==> config.mk <==
export PLATFORM = sky130hd
export DESIGN_NAME = at_response_line_deframer_unit
export DESIGN_NICKNAME = d
export VERILOG_FILES = /design/src/ardf_pkg.sv /design/src/ardf_ram.sv /design/src/at_response_line_deframer_unit.sv
export SDC_FILE = /design/constraint.sdc
export NUM_CORES = 1
export LEC_CHECK = 0
export ABC_CLOCK_PERIOD_IN_PS = 6200
export BUFFER_PORTS_ARGS = -buffer_cell sky130_fd_sc_hd__buf_2
export CORE_MARGIN = 10
export CORE_UTILIZATION = 25
export CTS_BUF_LIST = sky130_fd_sc_hd__clkbuf_16
export CTS_CLUSTER_SIZE = 14
export DETAILED_ROUTE_END_ITERATION = 6
export SLEW_MARGIN = 20
export SYNTH_ARGS = -nofsm -noshare
export SYNTH_HDL_FRONTEND = slang
export SYNTH_SLANG_ARGS = --single-unit
export TNS_END_PERCENT = 20
==> constraint.sdc <==
create_clock -name clk_i -period 6.2 [get_ports clk_i]
set_input_delay 1.24 -clock clk_i [delete_from_list [all_inputs] [get_ports clk_i]]
set_output_delay 1.24 -clock clk_i [all_outputs]
set_load 0.02 [all_outputs]
==> src/ardf_pkg.sv <==
`timescale 1ns / 1ps
`default_nettype none

package ardf_pkg;

  // Special characters
  localparam logic [7:0] CH_CR     = 8'h0D;
  localparam logic [7:0] CH_LF     = 8'h0A;
  localparam logic [7:0] CH_PROMPT = 8'h3E;
  localparam logic [7:0] CH_SPACE  = 8'h20;

  // Defaults
  localparam int          BUF_DEPTH_DEF      = 64;
  localparam logic [31:0] CONT_PREFIX_RST    = 32'd725830996;
  localparam logic [2:0]  CONT_PREFIX_LEN_RST = 3'd4;

  // Register indexes
  localparam logic CFG_CONT_PREFIX     = 1'b0;
  localparam logic CFG_CONT_PREFIX_LEN = 1'b1;

  // Prefix bytes compared at most
  localparam int PREFIX_BYTES = 4;

endpackage

`default_nettype wire

==> src/ardf_ram.sv <==
`timescale 1ns / 1ps
`default_nettype none

module ardf_ram #(
  parameter int DEPTH = 64,
  parameter int AW    = $clog2(DEPTH)
) (
  input  wire logic          clk_i,
  input  wire logic          we_i,
  input  wire logic [AW-1:0] waddr_i,
  input  wire logic [7:0]    wdata_i,
  input  wire logic          re_i,
  input  wire logic [AW-1:0] raddr_i,
  output logic      [7:0]    rdata_o
);

  logic [7:0] mem [DEPTH];

  always_ff @(posedge clk_i) begin
    if (we_i) begin
      mem[waddr_i] <= wdata_i;
    end
  end

  always_ff @(posedge clk_i) begin
    if (re_i) begin
      rdata_o <= mem[raddr_i];
    end
  end

endmodule

`default_nettype wire

==> src/at_response_line_deframer_unit.sv <==
`timescale 1ns / 1ps
`default_nettype none

// AT response line deframer. Cuts a stream of received modem bytes (one per
// input item) into frames: a frame opens with CR LF and its body is stored
// until the closing CR LF, or until '>' followed by a space (prompt frame; the
// '>' is kept). When the body starts with the configured continuation prefix,
// one inner CR LF is skipped and the next line is appended. A completed frame
// is played out one byte per output item with tlast on the final one; an empty
// frame gives a single item with byte_valid low. Bytes that find the store
// full are dropped and frame_truncated is set on every item of that frame.
// An unexpected byte aborts and clears the frame and is re-examined as a
// start byte. While parsing, the input is always ready; at a frame end it
// stops (s_axis_tready low) while the store is read out: each stored byte is
// read from the memory, then loaded into the output register, and a read
// issues only while that register is free, so m_axis_tready can hold it.
// The output register lets the next byte be accepted while the last result
// still waits. The user must write configuration only while idle (unenforced).
module at_response_line_deframer_unit
  import ardf_pkg::*;
#(
  parameter int BUF_DEPTH = BUF_DEPTH_DEF
) (
  input  wire logic        clk_i,
  input  wire logic        rst_ni,
  // config write port
  input  wire logic        cfg_we_i,
  input  wire logic        cfg_idx_i,
  input  wire logic [31:0] cfg_data_i,
  // byte input
  input  wire logic        s_axis_tvalid,
  output logic             s_axis_tready,
  input  wire logic [7:0]  s_axis_tdata,   // [7:0] rx_byte
  // frame output
  output logic             m_axis_tvalid,
  input  wire logic        m_axis_tready,
  output logic      [7:0]  m_axis_tdata,   // [7:0] out_byte
  output logic             m_axis_tlast,   // frame_last
  output logic      [1:0]  m_axis_tuser    // [0] byte_valid, [1] frame_truncated
);

  localparam int AW = $clog2(BUF_DEPTH);
  localparam int CW = $clog2(BUF_DEPTH + 1);

  // Controller states
  localparam logic [2:0] ST_WAIT_CR     = 3'd0;
  localparam logic [2:0] ST_WAIT_LF     = 3'd1;
  localparam logic [2:0] ST_STORE       = 3'd2;
  localparam logic [2:0] ST_WAIT_SPACE  = 3'd3;
  localparam logic [2:0] ST_WAIT_END_LF = 3'd4;
  localparam logic [2:0] ST_EMIT        = 3'd5;  // issue store read
  localparam logic [2:0] ST_LOAD        = 3'd6;  // read data -> output reg

  logic [2:0]  state_q, state_d;
  logic [CW-1:0] cnt_q, cnt_d;
  logic [CW-1:0] rd_idx_q, rd_idx_d;
  logic        cont_q, cont_d;
  logic        ovf_q, ovf_d;
  logic [PREFIX_BYTES-1:0][7:0] pre_q, pre_d;  // copy of the first body bytes

  logic [31:0] prefix_q;
  logic [2:0]  plen_q;

  logic        out_v_q, out_v_d;
  logic [7:0]  out_data_q, out_data_d;
  logic        out_bv_q, out_bv_d;
  logic        out_last_q, out_last_d;
  logic        out_tr_q, out_tr_d;

  // memory port
  logic          mem_we;
  logic [AW-1:0] mem_waddr;
  logic          mem_re;
  logic [7:0]    mem_rdata;

  logic       in_acc;
  logic       out_free;
  logic [7:0] b;
  logic [2:0] plen_eff;
  logic       pfx_match;
  logic [CW-1:0] rd_next;

  assign s_axis_tready = (state_q != ST_EMIT) && (state_q != ST_LOAD);
  assign in_acc        = s_axis_tvalid && s_axis_tready;
  assign out_free      = !out_v_q || m_axis_tready;
  assign b             = s_axis_tdata;
  assign rd_next       = rd_idx_q + CW'(1);

  assign m_axis_tvalid = out_v_q;
  assign m_axis_tdata  = out_data_q;
  assign m_axis_tlast  = out_last_q;
  assign m_axis_tuser  = {out_tr_q, out_bv_q};

  // Config registers
  always_ff @(posedge clk_i or negedge rst_ni) begin
    if (!rst_ni) begin
      prefix_q <= CONT_PREFIX_RST;
      plen_q   <= CONT_PREFIX_LEN_RST;
    end else if (cfg_we_i) begin
      unique case (cfg_idx_i)
        CFG_CONT_PREFIX:     prefix_q <= cfg_data_i;
        CFG_CONT_PREFIX_LEN: plen_q   <= cfg_data_i[2:0];
        default:             ;
      endcase
    end
  end

  // Continuation prefix check; lengths above four clamp to four
  always_comb begin
    plen_eff  = (plen_q > 3'(PREFIX_BYTES)) ? 3'(PREFIX_BYTES) : plen_q;
    pfx_match = (plen_eff != 3'd0) && (cnt_q >= CW'(plen_eff));
    for (int i = 0; i < PREFIX_BYTES; i++) begin
      if ((3'(i) < plen_eff) && (pre_q[i] != prefix_q[8*(PREFIX_BYTES-1-i) +: 8])) begin
        pfx_match = 1'b0;
      end
    end
  end

  always_comb begin
    state_d    = state_q;
    cnt_d      = cnt_q;
    rd_idx_d   = rd_idx_q;
    cont_d     = cont_q;
    ovf_d      = ovf_q;
    pre_d      = pre_q;
    out_v_d    = out_v_q && !m_axis_tready;
    out_data_d = out_data_q;
    out_bv_d   = out_bv_q;
    out_last_d = out_last_q;
    out_tr_d   = out_tr_q;
    mem_we     = 1'b0;
    mem_re     = 1'b0;

    unique case (state_q)
      ST_WAIT_CR, ST_WAIT_LF, ST_STORE, ST_WAIT_SPACE, ST_WAIT_END_LF: begin
        if (in_acc) begin
          // start byte handling by default: abort and re-examine
          priority if (state_q == ST_WAIT_LF && b == CH_LF) begin
            cnt_d   = '0;
            cont_d  = 1'b0;
            ovf_d   = 1'b0;
            state_d = ST_STORE;
          end else if (state_q == ST_STORE) begin
            if (b == CH_CR) begin
              state_d = ST_WAIT_END_LF;
            end else begin
              if (cnt_q < CW'(BUF_DEPTH)) begin
                mem_we = 1'b1;
                cnt_d  = cnt_q + CW'(1);
                if (cnt_q < CW'(PREFIX_BYTES)) begin
                  pre_d[cnt_q[1:0]] = b;
                end
              end else begin
                ovf_d = 1'b1;
              end
              if (b == CH_PROMPT) begin
                state_d = ST_WAIT_SPACE;
              end
            end
          end else if (state_q == ST_WAIT_SPACE && b == CH_SPACE) begin
            rd_idx_d = '0;
            state_d  = ST_EMIT;
          end else if (state_q == ST_WAIT_END_LF && b == CH_LF) begin
            if (!cont_q && pfx_match) begin
              cont_d  = 1'b1;
              state_d = ST_STORE;
            end else begin
              rd_idx_d = '0;
              state_d  = ST_EMIT;
            end
          end else begin
            cnt_d   = '0;
            cont_d  = 1'b0;
            ovf_d   = 1'b0;
            state_d = (b == CH_CR) ? ST_WAIT_LF : ST_WAIT_CR;
          end
        end
      end

      ST_EMIT: begin
        if (out_free) begin
          if (cnt_q == '0) begin
            // empty frame: one marker item
            out_v_d    = 1'b1;
            out_data_d = '0;
            out_bv_d   = 1'b0;
            out_last_d = 1'b1;
            out_tr_d   = ovf_q;
            cnt_d      = '0;
            cont_d     = 1'b0;
            ovf_d      = 1'b0;
            state_d    = ST_WAIT_CR;
          end else begin
            mem_re  = 1'b1;
            state_d = ST_LOAD;
          end
        end
      end

      ST_LOAD: begin
        // output reg was free when the read issued
        out_v_d    = 1'b1;
        out_data_d = mem_rdata;
        out_bv_d   = 1'b1;
        out_last_d = (rd_next == cnt_q);
        out_tr_d   = ovf_q;
        rd_idx_d   = rd_next;
        if (rd_next == cnt_q) begin
          cnt_d   = '0;
          cont_d  = 1'b0;
          ovf_d   = 1'b0;
          state_d = ST_WAIT_CR;
        end else begin
          state_d = ST_EMIT;
        end
      end

      default: begin
        state_d = ST_WAIT_CR;
      end
    endcase
  end

  assign mem_waddr = cnt_q[AW-1:0];

  always_ff @(posedge clk_i or negedge rst_ni) begin
    if (!rst_ni) begin
      state_q  <= ST_WAIT_CR;
      cnt_q    <= '0;
      rd_idx_q <= '0;
      cont_q   <= 1'b0;
      ovf_q    <= 1'b0;
      out_v_q  <= 1'b0;
    end else begin
      state_q  <= state_d;
      cnt_q    <= cnt_d;
      rd_idx_q <= rd_idx_d;
      cont_q   <= cont_d;
      ovf_q    <= ovf_d;
      out_v_q  <= out_v_d;
    end
  end

  // payload, no reset
  always_ff @(posedge clk_i) begin
    pre_q      <= pre_d;
    out_data_q <= out_data_d;
    out_bv_q   <= out_bv_d;
    out_last_q <= out_last_d;
    out_tr_q   <= out_tr_d;
  end

  ardf_ram #(
    .DEPTH (BUF_DEPTH),
    .AW    (AW)
  ) u_store (
    .clk_i   (clk_i),
    .we_i    (mem_we),
    .waddr_i (mem_waddr),
    .wdata_i (b),
    .re_i    (mem_re),
    .raddr_i (rd_idx_q[AW-1:0]),
    .rdata_o (mem_rdata)
  );

endmodule

`default_nettype wire

### Word level (Yosys, flattened, before mapping)

Memories as Yosys holds them, arrays and structs flattened. A register that Yosys moved wholly into a read port is not among the register bits.
Index checks and enable logic that the tools add are counted.
Widths: inputs -> output; s select.

* $add $sub $neg: 2
* order comparisons: 10
* equality and inequality tests: 34
* multiplexer cells: 81
* bitwise gates (word level): 3
* reductions and logical operators: 33

Operator list (count)
* $mux 7: 16
* $mux 1: 38
* $mux 3: 12
* $bwmux 32: 1
* $ne 8x8->1: 4
* $mux 8: 3
* $ne 4x4->1 const B: 6
* $pmux 7 s3: 1
* $ne 3x3->1 const B: 6
* $reduce_and 9->1: 2
* $demux 8 s2: 1
* $eq 8x4->1 const B: 2
* $eq 8x6->1 const B: 2
* $pmux 8 s2: 1
* $add 7x1->7 const B: 2
* $pmux 7 s2: 1
* $logic_and 1x1->1: 13
* $ne 2x2->1 const B: 6
* $eq 3x3->1 const B: 3
* $pmux 3 s3: 1
* $pmux 1 s2: 4
* $reduce_and 8->1: 1
* $eq 7x7->1: 1
* $ge 7x3->1: 1
* 23 further kinds: 35

* register bits after elaboration: 98
* RAM bits: 512
* input port bits: 46
* output and inout bits: 13
* logic and storage cells: 180
* memories kept: 1

Memory list
* u_store.mem: depth 64, bits a word 8, read ports 1, clocked after Yosys merged registers in 1, wr ports 1, RTL line ardf_ram.sv:17 `logic [7:0] mem [DEPTH];`

### Logic depth before layout (Yosys ltp)

* word-level depth: 16
* gate-level depth with buffers: 10
* depth with buffers taken out: 9

### Modules after synthesis

From an unflattened synthesis, not the netlist that was laid out.

* cells, all modules: 1350
* area, all modules: 24966.4 µm²

By module, submodules not included
* ardf_ram: instances 1, cells an instance 972, area each 20270.7 µm², sequential area each 15615.0 µm²
* at_response_line_deframer_unit: instances 1, cells an instance 378, area each 4695.8 µm², sequential area each 2686.3 µm²

### Worst setup path before layout

OpenSTA, ideal clock, no wires.

* kind: input -> register
* start: in s_axis_tdata[0]
* end: mem u_store.mem[57][0] (enable)
* library setup time: 0.370 ns
* arrival: 2.586 ns
* data required time: 5.830 ns
* setup slack: 3.243 ns
* stages on the path: 6
* buffers on the path: 0
* path through: and4b_1 -> nand2b_1 -> nand4b_1 -> nor2_1 -> nand3_1 -> nor2_1

* cells in the longest elaborated chain, start to end: 8
* elaborated cells between the ends (all ways): 10
* those cells by class: eq/ne: 2; mux: 7; reduce/logical: 1

Ends and longest elaborated chain
* start, declared: RTL line at_response_line_deframer_unit.sv:33 `input wire logic [7:0] s_axis_tdata,`
* $eq 8x4->1: RTL line at_response_line_deframer_unit.sv:144 `if (b == CH_CR) begin`
* $mux 1: RTL line at_response_line_deframer_unit.sv:144
* $mux 1: RTL line at_response_line_deframer_unit.sv:143 `end else if (state_q == ST_STORE) begin`
* $mux 1 *: RTL line at_response_line_deframer_unit.sv:138 `priority if (state_q == ST_WAIT_LF && b == CH_LF) begin`
* $mux 1 *: RTL line at_response_line_deframer_unit.sv:136 `if (in_acc) begin`
* $mux 1 *: RTL line at_response_line_deframer_unit.sv:134 `unique case (state_q)`
* $mux 1 *: RTL line ardf_ram.sv:20 `if (we_i) begin`
* $mux 1 (implied by the code) *: RTL line ardf_ram.sv:21 `mem[waddr_i] <= wdata_i;`
* end, declared: RTL line ardf_ram.sv:17

Mark *: on every way between the ends. The rest lies on a longest branch, timed or not.

### Final worst setup path

* start: reg state_q[1]
* end: mem u_store.mem[61][6] (enable)

* cells in the longest elaborated chain, start to end: 7
* elaborated cells between the ends (all ways): 17
* those cells by class: eq/ne: 6; mux: 6; reduce/logical: 5

Ends and longest elaborated chain
* start, declared: RTL line at_response_line_deframer_unit.sv:54 `logic [2:0] state_q, state_d;`
* start signal, assigned: RTL line at_response_line_deframer_unit.sv:235 `state_q <= state_d;`
* $eq 3x2->1, or another cell as far along: RTL line at_response_line_deframer_unit.sv:134, at_response_line_deframer_unit.sv:143
* $mux 1, or another cell as far along: RTL line at_response_line_deframer_unit.sv:143
* $mux 1 or $logic_and 1x1->1 (tied branches): RTL line at_response_line_deframer_unit.sv:138, at_response_line_deframer_unit.sv:84
* $mux 1: RTL line at_response_line_deframer_unit.sv:136
* $mux 1 *: RTL line at_response_line_deframer_unit.sv:134
* $mux 1 *: RTL line ardf_ram.sv:20
* $mux 1 (implied by the code) *: RTL line ardf_ram.sv:21

Marks and branches as above.

==> flow_summary.ini <==
[status]
status = complete, no violations

[critical_path]
arrival_ns = 4.28
critPathLaunchType = flip-flop
endpoint_kind = flip-flop
critical_path_class = reg2reg
r2r_start = state_q[1]
required_ns = 6.46
path_max_fanout = 18
ff2ff_path_depth = 6
r2r_end = u_store.mem[61][6]
cp-startpoint = state_q[1]
rrSetupSlack_ns = 2.18

[drt]
post-route-drc-count = 0
top_layer = met5
dr_wl_met3_um = 4410
route.antenna.remaining_nets = 0
wire_per_inst_um = 23.2
dr.pass1.iters = 5
wl_met1_um = 25800
routed_wl_um = 60800
drt_iter0_drc = 1149
vias = 12200
via_per_inst = 4.66
wl_met2_um = 29200

[global_route]
grt-ovfl-total = 0
grt_max_degree = 73
grt_first_pass_wirelength_um = 89400
grt_use_total = 0.107
grt_pass1_vias = 12400
grt_antenna_before_repair = 9

[sta]
tightest_slew_ns = 0.959
timing.fmax_mhz = 249
fin_skew_ns = 0.0388
setup_tns_ns = 0
slew_violations = 0
relSlewSlack = 0.361
hold_violations = 0
setup_viol = 0
timing.final.crit_period_ns = 4.02
post-route-period-util = 0.648
rsz0062_at_grt = false

[yosys]
ys_seq_area_frac = 0.742
synth-edff-count = 563
netlist.area_leader.share = 0.685
synth-main-ff-cell = edfxtp_1
synth_area_um2 = 24700
async_reset_ff_frac = 0.0890
ys_types = 54
ys_top_cells_by_area = edfxtp_1 (69%), mux4_2 (15%), dfrtp_1 (4.1%)
synth-seq-cells = 618
ys_warn_count = 0
post-synth-top-area-cell = edfxtp_1
avgSynthCellArea_um2 = 20.4
netlist_instances = 1207
syn-num-nets = 1260

[clock_network]
clk_pin_slew_ns = 0.06
post_cts_buffers = 0
cts_buffers = 60
cts_tree = done
cts-hold-fix-buffers = 0
clkLatencyLatePin_ns = 0.65
clock-sinks = 618
cts_root_buf = clkbuf_16
cts.path.max_buffers = 3
post_cts_resized = 0
htreeDepth = 2

[power_and_ir_drop]
peakVddDrop_mv = 0.255
powerDensity_nw_per_um2 = 378
leakage_nw = 8.97
power_mw = 10.7

[finish]
final_nets = 1337
drive_gt1_frac = 0.290
stdcell_count = 2617
fillerInstances = 9557
finalInstanceArea_um2 = 28400
area_growth_pct = 15.0

[worst_hold_path]
whs_endpoint = rd_idx_q[6]
hold_depth = 1
min_from = rd_idx_q[6]
hold_class = reg2reg

[floorplan]
die_h_um = 334
dieArea_um2 = 112000
ios = 59
core_area_um2 = 98100
die_x_um = 334
initial_utilization = 0.251
rows = 115

[place]
dp_cells = 2509
dpl-instance-area_um2 = 26500
gp_congestion = 0.836
port_buffers = 58
hpwl_um = 38400

[run]
drv_cap = 0
[state kept, by name, indices dropped and copies added (netlist names), 3 cells and up]
name	flops
cnt_q	7
m_axis_tdata	8
plen_q	3
pre_q	32
prefix_q	32
rd_idx_q	7
state_q	3
u_store.mem	512
u_store.rdata_o	8
[report_power, final]
part	switching [mW]	internal [mW]
logic	1.10	1.18
registers	0.242	4.66
clock network	1.53	2.02
[metrics by stage]
step	utilization	worst slack (ns)	hold WS, ns
after floorplan	-	3.24	0.426
after global placement	0.270	1.88	0.501
after detailed placement	0.270	1.82	0.501
after CTS	0.289	2.28	0.513
after global routing	0.289	1.86	0.541
final	0.289	2.18	0.510
[worst max-delay path by stage]
stage                              end  slack, ns
floorplan           u_store.mem[57][0]       3.24
global placement    u_store.mem[61][6]       1.88
detailed placement  u_store.mem[41][0]       1.82
CTS                      s_axis_tready       2.28
global route        u_store.mem[61][1]       1.86
finish              u_store.mem[61][6]       2.18
[layout make-up]
type / instances / area, µm² / area share
Antenna cell: 2 / 5.00 / 0.000176
Clock buffer: 61 / 1530 / 0.0538
Clock inverter: 45 / 379 / 0.0134
Inverter: 12 / 45.0 / 0.00159
Multi-Input combinational cell: 513 / 6020 / 0.212
Sequential cell: 618 / 18300 / 0.645
Tap cell: 1287 / 1610 / 0.0568
Timing Repair Buffer: 79 / 473 / 0.0167
[kinds of logic (layout without fill, tap and decap cells)]
logic type | count (synthesis) | after routing | share of synthesized area
DFF | 618 | 618 | 0.742
muxes | 205 | 205 | 0.170
and+or+nand+nor | 199 | 199 | 0.0395
buffers and inverters | 76 | 197 | 0.0147
AOI/OAI and AO/OA | 62 | 62 | 0.0161
xor gates and xnor gates | 40 | 40 | 0.0142
adders and majority gates | 7 | 7 | 0.00355
other | 0 | 2 | 0
[worst max-delay path: stages (launching register included)]
cell	delay, ns
dfrtp_1	0.70
inv_1	0.29
nor3_2	0.67
nand4b_1	0.31
nor2_1	0.55
nand3_1	0.47
nor2_1	0.67
[placed cells by master, fill, tap and decap left out, types with 11 or more instances in the layout]
master,n
inv_1,24
buf_2,58
nand2_1,25
edfxtp_1,563
nor2_1,87
a21oi_1,16
dfrtp_1,38
a31oi_1,12
mux4_2,168
clkbuf_16,61
nand3_1,12
dfstp_2,15
buf_4,19
clkinv_1,12
mux2_2,35
and3_1,11
xor2_1,35
nor4_1,12
[cells in the mapped netlist (all sizes together) (4+ instances only)]
library cell and number:
nand2 25, or3 5, nand2b 5, and3 11
dfrtp 40, and2 7, nor4 13, mux4 168
xnor2 5, nor2b 7, or4 4, inv 11
nor3 11, mux2 36, o21ai 12, nor2 87
ha 7, nand3 12, buf 29, a31oi 12
a21oi 16, clkbuf 35, xor2 35, o21a 5
dfstp 15, edfxtp 563
[routing by layer]
layer | up-vias | GRT usage
li1 | 5102 | -
met1 | 6476 | 0.144
met2 | 509 | 0.172
met3 | 103 | 0.0237
met4 | 8 | 0.0284
met5 | - | 0
(Power assumes the default switching activity.)
